**config.mk**
```make
export PLATFORM = sky130hd
export DESIGN_NAME = uleb128_stream_decoder_core
export DESIGN_NICKNAME = d
export VERILOG_FILES = /design/src/uleb_pkg.sv /design/src/uleb128_stream_decoder_core.sv /design/src/uleb_dec_unit.sv /design/src/uleb_out_reg.sv
export VERILOG_INCLUDE_DIRS = /design/src /design/src/src
export SDC_FILE = /design/constraint.sdc
export NUM_CORES = 1
export LEC_CHECK = 0
export ABC_AREA = 0
export BUFFER_PORTS_ARGS = -buffer_cell sky130_fd_sc_hd__buf_4
export CORE_UTILIZATION = 30
export CTS_BUF_LIST = sky130_fd_sc_hd__clkbuf_2
export CTS_CLUSTER_SIZE = 30
export DETAILED_ROUTE_END_ITERATION = 7
export SYNTH_ARGS = -nofsm -noshare
export SYNTH_HDL_FRONTEND = slang
export SYNTH_SLANG_ARGS = --single-unit
```
**constraint.sdc**
```tcl
create_clock -name i_clk -period 16.8 [get_ports i_clk]
set_clock_uncertainty 0.05 [all_clocks]
set_input_delay 1.68 -clock i_clk [delete_from_list [all_inputs] [get_ports i_clk]]
set_output_delay 1.68 -clock i_clk [all_outputs]
set_load 0.01 [all_outputs]
```
**src/uleb128_stream_decoder_core_assert.svh**
```systemverilog
// Assertion macros for the ULEB128 decoder RTL
`ifndef ULEB128_STREAM_DECODER_CORE_ASSERT_SVH
`define ULEB128_STREAM_DECODER_CORE_ASSERT_SVH

// Property that must hold at every clock edge outside reset
`define ULEB_ASSERT_ALWAYS(lbl, expr) \
    lbl: assert property (@(posedge i_clk) disable iff (!i_rst_n) (expr)) \
        else $error("assertion failed: always");

// Antecedent in one cycle implies consequent in the next
`define ULEB_ASSERT_NEXT(lbl, ante, cons) \
    lbl: assert property (@(posedge i_clk) disable iff (!i_rst_n) (ante) |=> (cons)) \
        else $error("assertion failed: next cycle");

`endif

```
**src/uleb_pkg.sv**
```systemverilog
// Types, constants and helpers for the ULEB128 stream decoder
package uleb_pkg;

    localparam int unsigned VALUE_W   = 64;
    localparam int unsigned COUNT_W   = 4;
    localparam int unsigned GROUP_W   = 7;
    localparam int unsigned CONT_POS  = 7;
    localparam int unsigned MAX_BYTES = 10;

    typedef enum logic [1:0] {
        ST_OK        = 2'd0,
        ST_TRUNCATED = 2'd1,
        ST_TOO_LONG  = 2'd2,
        ST_NONCANON  = 2'd3
    } t_status;

    typedef struct packed {
        logic                 has_result;
        logic [VALUE_W-1:0]   value;
        t_status              status;
        logic [COUNT_W-1:0]   count;
    } t_step;

    // Shortest encoded length of a value: index of the top nonzero 7-bit group, plus one
    function automatic logic [COUNT_W-1:0] min_len(input logic [VALUE_W-1:0] v);
        logic [COUNT_W-1:0] n;
        n = COUNT_W'(1);
        for (int i = 1; i < MAX_BYTES; i++) begin
            if ((v >> (GROUP_W * i)) != '0) begin
                n = COUNT_W'(i + 1);
            end
        end
        return n;
    endfunction

endpackage

```
**src/uleb128_stream_decoder_core.sv**
```systemverilog
// Top level of the unsigned LEB128 (64-bit) stream decoder
//
// Input channel: one encoded byte per request (i_data_byte, i_buffer_end marks
// the last byte available), accepted when i_in_valid is high and o_in_stall low.
// Output channel: one result per finished or failed value (o_value, o_status,
// o_byte_count), taken when o_out_valid is high and i_out_stall low.
// Status: ok, truncated, too long, or non-canonical; o_value is 0 unless ok.
// Continuation bytes that end nothing produce no result.
// Throughput: one byte per cycle, sustained while no result waits on a receiver
// stall. The byte goes into an input register, and shift/OR/length-check logic
// feeds the result register, which drives the outputs.
// Receiver stall: the result register holds; a byte that makes a result waits
// in the input register and raises o_in_stall, while bytes that make no result
// keep flowing into the accumulator.
// Reset (synchronous, active low): both registers empty, accumulator and
// byte count cleared, so the next byte starts a new value.
module uleb128_stream_decoder_core (
    input  logic                           i_clk,
    input  logic                           i_rst_n,
    input  logic                           i_in_valid,
    output logic                           o_in_stall,
    input  logic [7:0]                     i_data_byte,
    input  logic                           i_buffer_end,
    output logic                           o_out_valid,
    input  logic                           i_out_stall,
    output logic [uleb_pkg::VALUE_W-1:0]   o_value,
    output logic [1:0]                     o_status,
    output logic [uleb_pkg::COUNT_W-1:0]   o_byte_count
);
    import uleb_pkg::*;
    `include "uleb128_stream_decoder_core_assert.svh"

    logic       r_in_valid;
    logic       n_in_valid;
    logic [7:0] r_byte;
    logic       r_last;

    t_step      step;
    logic       out_free;
    logic       s1_fire;
    logic       in_accept;

    assign s1_fire    = r_in_valid && (out_free || !step.has_result);
    assign o_in_stall = r_in_valid && !s1_fire;
    assign in_accept  = i_in_valid && !o_in_stall;

    always_comb begin
        n_in_valid = r_in_valid && !s1_fire;
        if (in_accept) begin
            n_in_valid = 1'b1;
        end
    end

    always_ff @(posedge i_clk) begin
        if (!i_rst_n) begin
            r_in_valid <= 1'b0;
        end else begin
            r_in_valid <= n_in_valid;
        end
    end

    always_ff @(posedge i_clk) begin
        if (in_accept) begin
            r_byte <= i_data_byte;
            r_last <= i_buffer_end;
        end
    end

    uleb_dec_unit u_dec (
        .i_clk        (i_clk),
        .i_rst_n      (i_rst_n),
        .i_fire       (s1_fire),
        .i_data_byte  (r_byte),
        .i_buffer_end (r_last),
        .o_step       (step)
    );

    uleb_out_reg u_out (
        .i_clk        (i_clk),
        .i_rst_n      (i_rst_n),
        .i_load       (s1_fire && step.has_result),
        .i_step       (step),
        .i_out_stall  (i_out_stall),
        .o_free       (out_free),
        .o_out_valid  (o_out_valid),
        .o_value      (o_value),
        .o_status     (o_status),
        .o_byte_count (o_byte_count)
    );

    // ok results are always in shortest form
    `ULEB_ASSERT_ALWAYS(a_ok_canonical,
        !(o_out_valid && o_status == ST_OK) || (min_len(o_value) == o_byte_count))
    // failed results carry a zero value
    `ULEB_ASSERT_ALWAYS(a_fail_zero,
        !(o_out_valid && o_status != ST_OK) || (o_value == '0))
    // truncation can only be reported before the tenth byte
    `ULEB_ASSERT_ALWAYS(a_trunc_count,
        !(o_out_valid && o_status == ST_TRUNCATED) || (o_byte_count < COUNT_W'(MAX_BYTES)))
    // input stalls only when a result is blocked behind a stalled output
    `ULEB_ASSERT_ALWAYS(a_stall_cause,
        !o_in_stall || (r_in_valid && o_out_valid && i_out_stall && step.has_result))
    // a blocked byte stays in the input register
    `ULEB_ASSERT_NEXT(a_stall_hold, o_in_stall, r_in_valid)

endmodule

```
**src/uleb_dec_unit.sv**
```systemverilog
// Decode state (accumulator, byte count) and the per-byte decode logic
module uleb_dec_unit (
    input  logic                  i_clk,
    input  logic                  i_rst_n,
    input  logic                  i_fire,
    input  logic [7:0]            i_data_byte,
    input  logic                  i_buffer_end,
    output uleb_pkg::t_step       o_step
);
    import uleb_pkg::*;

    logic [VALUE_W-1:0] r_acc;
    logic [VALUE_W-1:0] n_acc;
    logic [COUNT_W-1:0] r_bytes_seen;
    logic [COUNT_W-1:0] n_bytes_seen;

    logic [6:0]         shamt;
    logic [VALUE_W-1:0] shifted;
    logic [VALUE_W-1:0] merged;
    logic [COUNT_W-1:0] count;
    logic               cont;

    // bytes_seen stays below MAX_BYTES, so the shift never reaches 64
    assign shamt   = 7'(r_bytes_seen) * 7'(GROUP_W);
    assign shifted = {{(VALUE_W-GROUP_W){1'b0}}, i_data_byte[GROUP_W-1:0]} << shamt;
    assign merged  = r_acc | shifted;
    assign count   = r_bytes_seen + COUNT_W'(1);
    assign cont    = i_data_byte[CONT_POS];

    always_comb begin
        o_step.has_result = 1'b1;
        o_step.value      = '0;
        o_step.status     = ST_OK;
        o_step.count      = count;
        priority if (!cont) begin
            if (min_len(merged) != count) begin
                o_step.status = ST_NONCANON;
            end else begin
                o_step.value  = merged;
            end
        end else if (count >= COUNT_W'(MAX_BYTES)) begin
            o_step.status = ST_TOO_LONG;
        end else if (i_buffer_end) begin
            o_step.status = ST_TRUNCATED;
        end else begin
            o_step.has_result = 1'b0;
        end
    end

    always_comb begin
        n_acc        = r_acc;
        n_bytes_seen = r_bytes_seen;
        if (i_fire) begin
            if (o_step.has_result) begin
                n_acc        = '0;
                n_bytes_seen = '0;
            end else begin
                n_acc        = merged;
                n_bytes_seen = count;
            end
        end
    end

    always_ff @(posedge i_clk) begin
        if (!i_rst_n) begin
            r_acc        <= '0;
            r_bytes_seen <= '0;
        end else begin
            r_acc        <= n_acc;
            r_bytes_seen <= n_bytes_seen;
        end
    end

endmodule

```
**src/uleb_out_reg.sv**
```systemverilog
// Result register on the output channel
module uleb_out_reg (
    input  logic                           i_clk,
    input  logic                           i_rst_n,
    input  logic                           i_load,
    input  uleb_pkg::t_step                i_step,
    input  logic                           i_out_stall,
    output logic                           o_free,
    output logic                           o_out_valid,
    output logic [uleb_pkg::VALUE_W-1:0]   o_value,
    output logic [1:0]                     o_status,
    output logic [uleb_pkg::COUNT_W-1:0]   o_byte_count
);
    import uleb_pkg::*;

    logic               r_valid;
    logic               n_valid;
    logic [VALUE_W-1:0] r_value;
    t_status            r_status;
    logic [COUNT_W-1:0] r_count;

    assign o_free = !r_valid || !i_out_stall;

    always_comb begin
        n_valid = r_valid && i_out_stall;
        if (i_load) begin
            n_valid = 1'b1;
        end
    end

    always_ff @(posedge i_clk) begin
        if (!i_rst_n) begin
            r_valid <= 1'b0;
        end else begin
            r_valid <= n_valid;
        end
    end

    always_ff @(posedge i_clk) begin
        if (i_load) begin
            r_value  <= i_step.value;
            r_status <= i_step.status;
            r_count  <= i_step.count;
        end
    end

    assign o_out_valid  = r_valid;
    assign o_value      = r_value;
    assign o_status     = r_status;
    assign o_byte_count = r_count;

endmodule

```
==> impl_metrics.json <==
{
  "netlist_area_mm2": 0.00641,
  "min_period_ps": 5500,
  "min_to": "u_dec.r_acc[5]",
  "fin_tns_setup_ps": 0,
  "finalHoldViolations": 0,
  "p_leak_uw": 0.00275,
  "synth-xor-area-share": 0.00273,
  "syn_nets": 627,
  "cp_slowest_cell": "dfxtp_1",
  "design_area_mm2": 0.00749,
  "crit_arrival_ps": 3770,
  "drive_gt1_frac": 0.207,
  "nets": 689,
  "clock_latency_ps": 750,
  "firstDrtPassIters": 7,
  "max_freq_mhz": 182,
  "cp_slowest_stage_delay_ps": 930,
  "crit_chain": "clkinv_1 -> xnor2_1 -> a21oi_1 -> nand2b_1 -> nor2_1 -> buf_4",
  "rrSetupSlack_ps": 12210,
  "maxSlewViolCount": 0,
  "wl_per_cell_um": 17.4,
  "dpl-instance-area_mm2": 0.00725,
  "synth_edf_count": 79,
  "final-setup-viol-count": 0,
  "rows": 53,
  "critical-path-top-delay-family": "flip-flops",
  "grt_pass1_vias": 4678,
  "synth_top_area_frac": 0.370,
  "clkSinkCount": 149,
  "path_clk_slew_ps": 240,
  "outcome": "finished clean",
  "hold_path.class": "reg -> reg",
  "overflow": 0,
  "drt_iter0_markers": 546,
  "crit_path_max_fanout": 22,
  "ys.flop_type": "edfxtp_1",
  "htree_levels": 4,
  "synth_fa_ha_area_frac": 0.00390,
  "fp.dieW_um": 148,
  "nFillCells": 2149,
  "synthMuxAreaShare": 0,
  "num_vias": 4912,
  "multi_input_area_mm2": 0.00241,
  "clockBufferDepth": 2,
  "required_ps": 15070,
  "grt_first_pass_wirelength_mm": 26.4,
  "fin_crit_sh": 0.328,
  "place_hpwl_mm": 11.2,
  "async_reset_ff_frac": 0,
  "cp_num_buf_inv": 2,
  "yosys-top-cells-area": "edfxtp_1 37%, dfxtp_1 22%, a21oi_1 6.3%",
  "drc": 0,
  "synth.distinct_cells": 58,
  "drt-vias-per-instance": 5.10,
  "synthSimpleGateAreaFrac": 0.218,
  "vdd_ir_drop_max_mv": 0.0330,
  "die_height_um": 148,
  "path_class": "reg -> out",
  "die_area_mm2": 0.0220,
  "initial_core_util": 0.305,
  "ctsHoldBuffers": 0,
  "drtAntennaViolNets": 0,
  "portBuffers": 84,
  "postCtsSetupRepairBufs": 0,
  "reg2reg_from": "u_dec.r_bytes_seen[3]",
  "areaGrowthSynthToFinish_pct": 16.8,
  "cts_resized": 0,
  "yosysSeqAreaShare": 0.588,
  "holdCritStartpoint": "u_dec.r_acc[5]",
  "grt_start_max_net_pins": 65,
  "slew_headroom": 0.129,
  "ys_warn_count": 0,
  "synth_seq_cells": 149,
  "cts_tree": "done",
  "seq_area_mm2": 0.00377,
  "antenna_found_initial": 1,
  "grt_setup_unrepaired": "false",
  "synth_cells": 612,
  "routed_wl_mm": 16.8,
  "ctsRootBufferMaster": "clkbuf_2",
  "grt_usage": 0.158,
  "cap_viol_max_count": 0,
  "reg2reg_depth": 9,
  "design.core.area_mm2": 0.0210,
  "endpoint_kind": "output port",
  "worstHoldPathCells": 2,
  "synth_compound_area_frac": 0.146,
  "reg2reg_to": "u_dec.r_acc[20]",
  "p_per_area_mw_per_mm2": 87.8,
  "start_kind": "flip-flop",
  "gp_congestion": 0.846,
  "boundaryPins": 85,
  "fin_util": 0.356,
  "worst_slew_pin_slew_ps": 1300,
  "cts_made_buffers": 17,
  "synth_top_area_cell": "edfxtp_1",
  "avgSynthCellArea_um2": 10.5,
  "synth_top_family_by_area": "simple AND/OR/NAND/NOR gates"
}
cell families after synthesis:
kind of cell / count (synthesis)
buffers and inverters: 56
adders and majority gates: 2
xor gates and xnor gates: 2
DFF: 149
and+or+nand+nor: 245
AOI/OAI and AO/OA: 158
cells in the final DEF, fill, tap and decap left out, types with 3 or more instances in the layout:
| cell type | netlist | final |
|---|---|---|
| a21boi_0 | 3 | 3 |
| a21o_1 | 3 | 3 |
| a21oi_1 | 81 | 81 |
| a31oi_1 | 27 | 26 |
| and2_1 | 4 | 4 |
| and3_1 | 14 | 14 |
| buf_4 | 6 | 93 |
| clkbuf_2 | 0 | 18 |
| clkinv_1 | 1 | 3 |
| clkinv_4 | 0 | 3 |
| dfxtp_1 | 70 | 70 |
| edfxtp_1 | 79 | 79 |
| inv_1 | 5 | 5 |
| inv_6 | 0 | 3 |
| nand2_1 | 14 | 14 |
| nand2b_1 | 7 | 7 |
| nand3_1 | 3 | 3 |
| nand3b_1 | 4 | 4 |
| nor2_1 | 102 | 101 |
| nor2b_1 | 5 | 5 |
| nor3_1 | 10 | 10 |
| nor3b_1 | 41 | 41 |
| nor3b_2 | 5 | 5 |
| nor4_1 | 9 | 9 |
| nor4bb_1 | 3 | 3 |
| o21ai_0 | 20 | 20 |
| o21bai_1 | 5 | 5 |
| or3_1 | 3 | 3 |
| or4_1 | 6 | 6 |
flip-flops by register name (all words and copies together), names as in the netlist:
signal and cells:
u_dec.r_acc 64, u_out.o_value 64, r_byte 8, u_dec.r_bytes_seen 4, u_out.o_byte_count 4, u_out.o_status 2, r_in_valid 1, r_last 1
u_out.o_out_valid 1
worst register-to-register path, stage by stage, from the launching register on:
cell and delay, ps:
dfxtp_1 930, clkinv_1 530, xnor2_1 370, a21oi_1 610
o21ai_1 150, buf_4 210, nor3_1 990, and3_1 450
a21oi_1 110, nor2_1 110
metrics by stage:
step | total power [uW] | hold WS, ps | std cells | worst slack (ps)
global placement | 461 | 393 | 930 | 12190
detailed placement | 461 | 406 | 930 | 12190
global route | 685 | 470 | 964 | 10870
floorplan | 440 | 381 | 612 | 11350
finish | 658 | 447 | 964 | 11300
CTS | 665 | 450 | 962 | 11230
layer usage:
metal / vias up / GRT usage / routed length [um] / part of all wire
met5: - / 0 / 0 / 0
li1: 2375 / - / - / -
met4: 0 / 0.0732 / 482 / 0.029
met3: 32 / 0.0402 / 938 / 0.056
met2: 153 / 0.235 / 7420 / 0.44
met1: 2352 / 0.216 / 7950 / 0.47
cell type report:
| cell class | count | area share |
|---|---|---|
| Sequential cell | 149 | 0.504 |
| Multi-Input combinational cell | 407 | 0.321 |
| Timing Repair Buffer | 93 | 0.0932 |
| Tap cell | 275 | 0.0459 |
| Clock inverter | 14 | 0.0202 |
| Clock buffer | 18 | 0.0120 |
| Inverter | 6 | 0.00301 |
| Antenna cell | 2 | 0.000668 |
power by group:
part           switching, uW  internal (uW)
combinational           33.5           18.6
clock                    134           70.6
sequential              8.42            392
how the worst max path moves through the flow:
stage	from	endpoint	depth (start not counted)
detailed placement	u_dec.r_bytes_seen[3]	o_in_stall	6
global placement	u_dec.r_bytes_seen[3]	o_in_stall	6
global route	u_dec.r_bytes_seen[3]	o_in_stall	6
CTS	u_dec.r_bytes_seen[3]	o_in_stall	6
finish	u_dec.r_bytes_seen[3]	o_in_stall	6
floorplan	i_out_stall	u_out.o_byte_count[0]	3
Yosys cell counts, types with 7 or more instances:
library cell and n:
a21oi_1 81, a31oi_1 27, o21ai_0 20, edfxtp_1 79, nor2_1 102, nand2b_1 7, nor4_1 9, clkbuf_1 30
nor3b_1 41, nor3_1 10, and3_1 14, dfxtp_1 70, nand2_1 14, buf_2 10
(Power assumes the default switching activity.)
